<file path="config.mk">
export PLATFORM = sky130hd
export DESIGN_NAME = string_to_integer_parser
export DESIGN_NICKNAME = d
export VERILOG_FILES = /design/src/stip_pkg.sv /design/src/stip_front.sv /design/src/stip_back.sv /design/src/string_to_integer_parser.sv
export SDC_FILE = /design/constraint.sdc
export NUM_CORES = 1
export LEC_CHECK = 0
export BUFFER_PORTS_ARGS = -buffer_cell sky130_fd_sc_hd__buf_2
export CAP_MARGIN = 5
export CORE_ASPECT_RATIO = 0.8
export CORE_MARGIN = 2
export CORE_UTILIZATION = 47
export CTS_CLUSTER_DIAMETER = 40
export DETAILED_ROUTE_END_ITERATION = 8
export PLACE_DENSITY = 0.62
export SYNTH_ARGS = -nofsm -noshare
export SYNTH_HDL_FRONTEND = slang
export SYNTH_SLANG_ARGS = --single-unit
export TNS_END_PERCENT = 10
</file>
<file path="constraint.sdc">
create_clock -name clk -period 25.8 [get_ports clk]
set_input_delay 1.29 -clock clk [delete_from_list [all_inputs] [get_ports clk]]
set_output_delay 1.29 -clock clk [all_outputs]
set_load 0.05 [all_outputs]
</file>
<file path="src/stip_pkg.sv">
// Shared types and character constants for the string-to-integer parser.
package stip_pkg;

  typedef struct packed {
    logic [7:0] char_code;
    logic       new_string;
    logic [4:0] base_request;
  } in_item_t;

  typedef struct packed {
    logic signed [63:0] parsed_value;
    logic [15:0]        chars_used;
  } out_item_t;

  // Character as classified by the front end.
  typedef struct packed {
    logic       new_string;
    logic [4:0] base_request;
    logic       digit_ok;
    logic [3:0] digit;
    logic       is_space;
    logic       is_minus;
    logic       is_zero;
    logic       is_x;
  } chr_info_t;

  typedef enum logic [2:0] {
    PH_SPACE,
    PH_SIGNED,
    PH_ZERO,
    PH_DIGITS,
    PH_DONE
  } phase_t;

  localparam int FQ_PTR_BITS = 2;
  localparam int FQ_DEPTH    = 1 << FQ_PTR_BITS;
  localparam int RQ_PTR_BITS = 1;
  localparam int RQ_DEPTH    = 1 << RQ_PTR_BITS;

  localparam logic [7:0] CH_TAB   = 8'h09;
  localparam logic [7:0] CH_CR    = 8'h0D;
  localparam logic [7:0] CH_SPACE = 8'h20;
  localparam logic [7:0] CH_MINUS = 8'h2D;
  localparam logic [7:0] CH_ZERO  = 8'h30;
  localparam logic [7:0] CH_NINE  = 8'h39;
  localparam logic [7:0] CH_UA    = 8'h41;
  localparam logic [7:0] CH_UF    = 8'h46;
  localparam logic [7:0] CH_UX    = 8'h58;
  localparam logic [7:0] CH_LA    = 8'h61;
  localparam logic [7:0] CH_LF    = 8'h66;
  localparam logic [7:0] CH_LX    = 8'h78;

  localparam logic [4:0] BASE_DETECT = 5'd0;
  localparam logic [4:0] BASE_OCT    = 5'd8;
  localparam logic [4:0] BASE_DEC    = 5'd10;
  localparam logic [4:0] BASE_HEX    = 5'd16;

endpackage

</file>
<file path="src/stip_front.sv">
// Front end: classifies each incoming character and queues it for the parse engine.
module stip_front (
  input  logic                clk,
  input  logic                rst_n,
  input  stip_pkg::in_item_t  in_item,
  input  logic                push,
  output logic                full,
  output stip_pkg::chr_info_t q_head,
  output logic                q_valid,
  input  logic                q_pop
);
  import stip_pkg::*;

  localparam logic [FQ_PTR_BITS:0] CntFull = (FQ_PTR_BITS + 1)'(FQ_DEPTH);

  chr_info_t                info;
  chr_info_t                fq_mem_r [FQ_DEPTH];
  logic [FQ_PTR_BITS-1:0]   wr_ptr_r, wr_ptr_nxt;
  logic [FQ_PTR_BITS-1:0]   rd_ptr_r, rd_ptr_nxt;
  logic [FQ_PTR_BITS:0]     cnt_r, cnt_nxt;
  logic                     do_push;
  logic                     do_pop;
  logic [7:0]               c;

  always_comb begin
    c                 = in_item.char_code;
    info.new_string   = in_item.new_string;
    info.base_request = in_item.base_request;
    info.digit_ok     = 1'b0;
    info.digit        = 4'd0;
    if (c >= CH_ZERO && c <= CH_NINE) begin
      info.digit_ok = 1'b1;
      info.digit    = 4'(c - CH_ZERO);
    end else if (c >= CH_LA && c <= CH_LF) begin
      info.digit_ok = 1'b1;
      info.digit    = 4'(c - CH_LA + 8'd10);
    end else if (c >= CH_UA && c <= CH_UF) begin
      info.digit_ok = 1'b1;
      info.digit    = 4'(c - CH_UA + 8'd10);
    end
    info.is_space = (c == CH_SPACE) || (c >= CH_TAB && c <= CH_CR);
    info.is_minus = (c == CH_MINUS);
    info.is_zero  = (c == CH_ZERO);
    info.is_x     = (c == CH_LX) || (c == CH_UX);
  end

  assign full    = (cnt_r == CntFull);
  assign q_valid = (cnt_r != '0);
  assign q_head  = fq_mem_r[rd_ptr_r];
  assign do_push = push && !full;
  assign do_pop  = q_pop && q_valid;

  always_comb begin
    wr_ptr_nxt = do_push ? wr_ptr_r + 1'b1 : wr_ptr_r;
    rd_ptr_nxt = do_pop ? rd_ptr_r + 1'b1 : rd_ptr_r;
    cnt_nxt    = cnt_r;
    if (do_push && !do_pop) begin
      cnt_nxt = cnt_r + 1'b1;
    end else if (do_pop && !do_push) begin
      cnt_nxt = cnt_r - 1'b1;
    end
  end

  always_ff @(posedge clk) begin
    if (!rst_n) begin
      wr_ptr_r <= '0;
      rd_ptr_r <= '0;
      cnt_r    <= '0;
    end else begin
      wr_ptr_r <= wr_ptr_nxt;
      rd_ptr_r <= rd_ptr_nxt;
      cnt_r    <= cnt_nxt;
    end
  end

  always_ff @(posedge clk) begin
    if (do_push) begin
      fq_mem_r[wr_ptr_r] <= info;
    end
  end

endmodule

</file>
<file path="src/stip_back.sv">
// Parse engine: phase machine, multiply-add accumulator and result queue.
module stip_back #(
  parameter int COUNT_BITS = 16,
  parameter int VALUE_BITS = 64
) (
  input  logic                clk,
  input  logic                rst_n,
  input  stip_pkg::chr_info_t q_head,
  input  logic                q_valid,
  output logic                q_pop,
  output stip_pkg::out_item_t out_item,
  output logic                empty,
  input  logic                pop
);
  import stip_pkg::*;

  localparam logic [COUNT_BITS-1:0] CntMax = '1;
  localparam logic [RQ_PTR_BITS:0]  RqFull = (RQ_PTR_BITS + 1)'(RQ_DEPTH);

  phase_t                  phase_r, phase_nxt, ph_in;
  logic [VALUE_BITS-1:0]   acc_r, acc_nxt, acc_in;
  logic                    neg_r, neg_nxt, neg_in;
  logic [4:0]              base_r, base_nxt, base_in, base_eff;
  logic [COUNT_BITS-1:0]   cnt_r, cnt_nxt, cnt_in;
  logic [VALUE_BITS+4:0]   prod;
  logic [VALUE_BITS-1:0]   mac;
  logic [VALUE_BITS-1:0]   result_val;
  logic                    fire, lead, go_digit, count_inc, emit;
  out_item_t               res;

  out_item_t               rq_mem_r [RQ_DEPTH];
  logic [RQ_PTR_BITS-1:0]  rq_wr_r, rq_rd_r;
  logic [RQ_PTR_BITS:0]    rq_cnt_r;
  logic                    rq_pop;

  assign fire  = q_valid && (rq_cnt_r != RqFull);
  assign q_pop = fire;

  // A new string restarts the parse with this character.
  assign ph_in   = q_head.new_string ? PH_SPACE : phase_r;
  assign acc_in  = q_head.new_string ? '0 : acc_r;
  assign neg_in  = q_head.new_string ? 1'b0 : neg_r;
  assign base_in = q_head.new_string ? q_head.base_request : base_r;
  assign cnt_in  = q_head.new_string ? '0 : cnt_r;

  assign prod = acc_in * base_eff;
  assign mac  = prod[VALUE_BITS-1:0] + VALUE_BITS'(q_head.digit);

  assign result_val       = neg_in ? VALUE_BITS'(-acc_in) : acc_in;
  assign res.parsed_value = 64'(signed'(result_val));
  assign res.chars_used   = 16'(cnt_in);

  always_comb begin
    phase_nxt = phase_r;
    acc_nxt   = acc_r;
    neg_nxt   = neg_r;
    base_nxt  = base_r;
    cnt_nxt   = cnt_r;
    base_eff  = base_in;
    lead      = 1'b0;
    go_digit  = 1'b0;
    count_inc = 1'b0;
    emit      = 1'b0;
    if (fire) begin
      phase_nxt = ph_in;
      acc_nxt   = acc_in;
      neg_nxt   = neg_in;
      base_nxt  = base_in;
      unique case (ph_in)
        PH_SPACE: begin
          if (q_head.is_space) begin
            count_inc = 1'b1;
          end else if (q_head.is_minus) begin
            neg_nxt   = 1'b1;
            count_inc = 1'b1;
            phase_nxt = PH_SIGNED;
          end else begin
            lead = 1'b1;
          end
        end
        PH_SIGNED: begin
          lead = 1'b1;
        end
        PH_ZERO: begin
          if (q_head.is_x) begin
            base_nxt  = BASE_HEX;
            count_inc = 1'b1;
            phase_nxt = PH_DIGITS;
          end else begin
            base_eff = BASE_OCT;
            go_digit = 1'b1;
          end
        end
        PH_DIGITS: begin
          go_digit = 1'b1;
        end
        PH_DONE: begin
          phase_nxt = PH_DONE;
        end
        default: begin
          phase_nxt = PH_DONE;
        end
      endcase

      // First character after any sign: a leading zero may open a prefix.
      if (lead) begin
        if (base_in == BASE_DETECT) begin
          if (q_head.is_zero) begin
            phase_nxt = PH_ZERO;
            count_inc = 1'b1;
          end else begin
            base_eff = BASE_DEC;
            go_digit = 1'b1;
          end
        end else begin
          go_digit = 1'b1;
        end
      end

      if (go_digit) begin
        base_nxt = base_eff;
        if (q_head.digit_ok && ({1'b0, q_head.digit} < base_eff)) begin
          acc_nxt   = mac;
          count_inc = 1'b1;
          phase_nxt = PH_DIGITS;
        end else begin
          phase_nxt = PH_DONE;
          emit      = 1'b1;
        end
      end

      cnt_nxt = (count_inc && cnt_in != CntMax) ? cnt_in + 1'b1 : cnt_in;
    end
  end

  always_ff @(posedge clk) begin
    if (!rst_n) begin
      phase_r <= PH_DONE;
    end else begin
      phase_r <= phase_nxt;
    end
  end

  always_ff @(posedge clk) begin
    acc_r  <= acc_nxt;
    neg_r  <= neg_nxt;
    base_r <= base_nxt;
    cnt_r  <= cnt_nxt;
  end

  // Result queue.
  assign empty    = (rq_cnt_r == '0);
  assign out_item = rq_mem_r[rq_rd_r];
  assign rq_pop   = pop && !empty;

  always_ff @(posedge clk) begin
    if (!rst_n) begin
      rq_wr_r  <= '0;
      rq_rd_r  <= '0;
      rq_cnt_r <= '0;
    end else begin
      if (emit) begin
        rq_wr_r <= rq_wr_r + 1'b1;
      end
      if (rq_pop) begin
        rq_rd_r <= rq_rd_r + 1'b1;
      end
      if (emit && !rq_pop) begin
        rq_cnt_r <= rq_cnt_r + 1'b1;
      end else if (rq_pop && !emit) begin
        rq_cnt_r <= rq_cnt_r - 1'b1;
      end
    end
  end

  always_ff @(posedge clk) begin
    if (emit) begin
      rq_mem_r[rq_wr_r] <= res;
    end
  end

endmodule

</file>
<file path="src/string_to_integer_parser.sv">
// Top level of the streaming string-to-integer parser.
//
// The parser takes one character per transfer and returns one result for each string
// whose parse reaches a stopping character: the signed value and the count of characters
// consumed before the stopping character. It sustains one character per clock cycle while
// results are taken. A stopping character is first stored in the front queue at its input
// transfer, and the parse engine writes its result into the result queue when it takes the
// character from the front queue; out_item shows the oldest result in that queue. The rate
// of one character per cycle is set by the accumulator loop in the parse engine, which
// forms value * base + digit (a VALUE_BITS by 5-bit product and an add) combinationally
// for every digit. There is no clearing pass after reset.
module string_to_integer_parser #(
  parameter int COUNT_BITS = 16,
  parameter int VALUE_BITS = 64
) (
  input  logic                clk,
  input  logic                rst_n,
  input  stip_pkg::in_item_t  in_item,
  input  logic                push,
  output logic                full,
  output stip_pkg::out_item_t out_item,
  output logic                empty,
  input  logic                pop
);
  import stip_pkg::*;

  // Classified characters wait here between the front end and the parse engine.
  chr_info_t q_head;
  logic      q_valid;
  logic      q_pop;

  // The front end accepts a transfer whenever its short queue has room, so input
  // keeps flowing while a finished result waits to be popped.
  stip_front u_front (
    .clk     (clk),
    .rst_n   (rst_n),
    .in_item (in_item),
    .push    (push),
    .full    (full),
    .q_head  (q_head),
    .q_valid (q_valid),
    .q_pop   (q_pop)
  );

  // The parse engine consumes one queued character per cycle whenever its result
  // queue has room, and writes a result on the character that ends a parse.
  stip_back #(
    .COUNT_BITS (COUNT_BITS),
    .VALUE_BITS (VALUE_BITS)
  ) u_back (
    .clk      (clk),
    .rst_n    (rst_n),
    .q_head   (q_head),
    .q_valid  (q_valid),
    .q_pop    (q_pop),
    .out_item (out_item),
    .empty    (empty),
    .pop      (pop)
  );

endmodule

</file>
==> metrics <==
number of buffers on the longest clock path 3; total of flip-flops plus latches after synthesis 323; post-route fraction of the period consumed by the critical path 35.96%; placer's final routability congestion estimate 0.8872; maximum number of pins on one net before global-route repair 67; total DRC errors in the routed layout 0; Core Area 0.05363 mm2; final worst path period need 9.277 ns; total number of vias 18430; largest cells by area after synthesis sky130_fd_sc_hd__edfxtp_1 36%, sky130_fd_sc_hd__fa_1 14%, sky130_fd_sc_hd__ha_1 6.9%; Final Max Tran Viols 0; synth warn 0; post-synth cell types 90; type of element launching the critical path flop; first-pass detailed-route iteration total 5; GRT Overall Usage 22.02%; share of flip-flops with an asynchronous set or reset after synthesis 0%; Post-DRT Antenna Nets 0; number of antenna violations at the first check in global routing 0; Num Clock Sinks 323; number of buffers and inverters on the critical path 3; Buffers on Ports 99; Row Count between 70 and 80; Wirelength per Cell 18.27 um; hold violation count in the final report 0; HPWL after detailed placement about 45 mm; share of cells above drive strength 1 between 10 and 15%; area of the die 0.05596 mm2; initial core utilization 47.39%; count of buffers added by post-CTS timing repair for setup 0; post-route cell area 0.02812 mm2; Commonest cells post-synth 427 x sky130_fd_sc_hd__nor2_1, 311 x sky130_fd_sc_hd__inv_1, 306 x sky130_fd_sc_hd__edfxtp_1; number of global-route vias before repair 18100; vias per cell 5.538; Arr. time, crit path 9.59 ns; CTS Hold Bufs 0; post-synthesis area per instance approximately 10 um2; leading area contributor after synthesis sky130_fd_sc_hd__edfxtp_1; Resize count post-CTS 0; kind of critical path reg -> reg; CTS Root Cell sky130_fd_sc_hd__clkbuf_16; share of synthesized area occupied by flip-flops and latches 37.49%; worst-margin pin slew between 0.9 and 1 ns; CP endpoint kind flop; CP most frequent cell sky130_fd_sc_hd__fa_1; top cell type's share of synthesized area 36.15%; worst endpoint required time 26.12 ns; count of pins on the block boundary 100; Hold Worst Slack 0.5386 ns; area growth from synthesis to layout 10.64%; latest clock arrival within the worst-skew pair ~0.57 ns; number of nets in the synthesized netlist about 2900; Main synth FF type sky130_fd_sc_hd__edfxtp_1; class of the worst hold path reg -> reg; Slowest cell on crit path sky130_fd_sc_hd__mux4_4; max-cap viol count 0; family with the most delay on the worst path compound AO/OA/AOI/OAI gates; Num CTS Buffers 47; DIE WIDTH 264.0 um; total wire length after detailed routing ~60 mm; run status complete, no violations; EDFF count, synth 306; final setup fails 0; H-tree levels 2; register clock-pin slew on the reported worst setup and hold paths 0.06 ns; grt ovf 0; maximum clock skew at final layout 0.01681 ns; first-pass GRT wire length 98.68 mm; cell count after synthesis between 2000 and 3000; # nets final 2931; Antenna Cells 0; delay of the slowest cell on the worst path 0.83 ns; detailed router's first-iteration violation count 1495; most common cell in the synthesized netlist sky130_fd_sc_hd__nor2_1; setup TNS after final layout 0 ns; RSZ-0062 raised after global routing false; largest fanout of any net on the critical path 57; Post-Synthesis Cell Area 0.02542 mm2; Die Span Y roughly 210 um; CTS tree yes; relative slew slack ~40%; Cell Area, Placed 0.02656 mm2; Worst Setup Slack post-DPL 16.59 ns; Final Worst Setup Slack 16.52 ns; cell chain of the critical path mux4_4 > o22a_1 > or3_1 > o21a_1 > nor2_2 > or2_2 > buf_4 > nor2_1 > fa_1 > fa_1 > inv_1 > fa_1 > inv_1 > ha_1 > and3_1 > a221oi_2 > o211ai_1 > a21oi_1 > o211ai_1 > a41oi_2 > a2bb2oi_1 > a2111oi_0 > or3_1 > a31o_2; peak clock frequency supported by timing approximately 0.11 GHz
area by class of cell:
type / instances / area (um2)
Timing Repair Buffer: 116 / 623.1
Clock inverter: 29 / 306.5
Inverter: 312 / 1172
Sequential cell: 323 / 9533
Clock buffer: 56 / 1252
Tap cell: 702 / 878.3
Multi-Input combinational cell: 1789 / 14360
Fill cell: 4777 / 25510
flip-flops by register name, summed over array words and instances (netlist names), named ones only:
name,flops
u_back.rq_mem_r,160
u_back.acc_r,64
u_front.fq_mem_r,60
u_back.cnt_r,16
u_back.base_r,5
u_back.phase_r,3
u_front.cnt_r,3
u_back.rq_cnt_r,2
u_front.rd_ptr_r,2
u_front.wr_ptr_r,2
u_back.neg_r,1
u_back.rq_rd_r,1
u_back.rq_wr_r,1
cells by family after synthesis:
kind of cell	share of synthesized area [%]
adders and majority gates	21.36
xor gates and xnor gates	5.061
buffers and inverters	6.232
AOI/OAI and AO/OA	8.906
muxes	6.223
DFF	37.49
and+or+nand+nor	14.73
routing by layer:
metal	global-route usage [%]	share of wire, %
met5	0.6103	0.072
met1	33.94	49
met4	4.330	1.3
met3	5.606	8.2
met2	31.17	41
per-stage QoR:
stage / util, % / std cells
2_1_floorplan: - / 2525
3_3_place_gp: 49.53 / 3242
3_5_place_dp: 49.53 / 3242
4_1_cts: 52.43 / 3327
5_1_grt: 52.43 / 3327
6_report: 52.43 / 3327
placed cells by master, fill, tap and decap left out, types with 32 or more instances in the layout:
cell type and instances:
sky130_fd_sc_hd__clkbuf_16 49, sky130_fd_sc_hd__inv_1 311, sky130_fd_sc_hd__nor2_1 425, sky130_fd_sc_hd__xnor2_1 64
sky130_fd_sc_hd__nand2_1 182, sky130_fd_sc_hd__edfxtp_1 306, sky130_fd_sc_hd__ha_1 141, sky130_fd_sc_hd__xor2_1 81
sky130_fd_sc_hd__buf_2 99, sky130_fd_sc_hd__fa_1 183, sky130_fd_sc_hd__nand3_1 44, sky130_fd_sc_hd__a21oi_1 83
sky130_fd_sc_hd__mux2_2 80, sky130_fd_sc_hd__o21ai_0 83, sky130_fd_sc_hd__mux2i_1 32
final timing paths:
check                                                    from                            end  slack, ns  depth (start not counted)
worst max-delay path                                     flop     u_back.acc_r[62]$_DFFE_PP_      16.52                         24
worst min-delay path            u_front.cnt_r[2]$_SDFFE_PN0P_  u_front.cnt_r[2]$_SDFFE_PN0P_       0.54                          2
worst max register to register                           flop     u_back.acc_r[62]$_DFFE_PP_      16.52                         24
worst min register to register  u_front.cnt_r[2]$_SDFFE_PN0P_  u_front.cnt_r[2]$_SDFFE_PN0P_       0.54                          2
worst reg2reg max path: cells and delay by family (launching register included):
family                     cells  cell delay [ns]
buffers and inverters          3             0.68
adders and majority gates      4             1.92
AOI/OAI and AO/OA             10             3.15
muxes                          1             0.83
DFF                            1             0.81
and+or+nand+nor                6             1.61
Power is left out: the tool's default activity adds up to more than one toggle a clock period on the data nets, which glitch-free logic cannot reach.
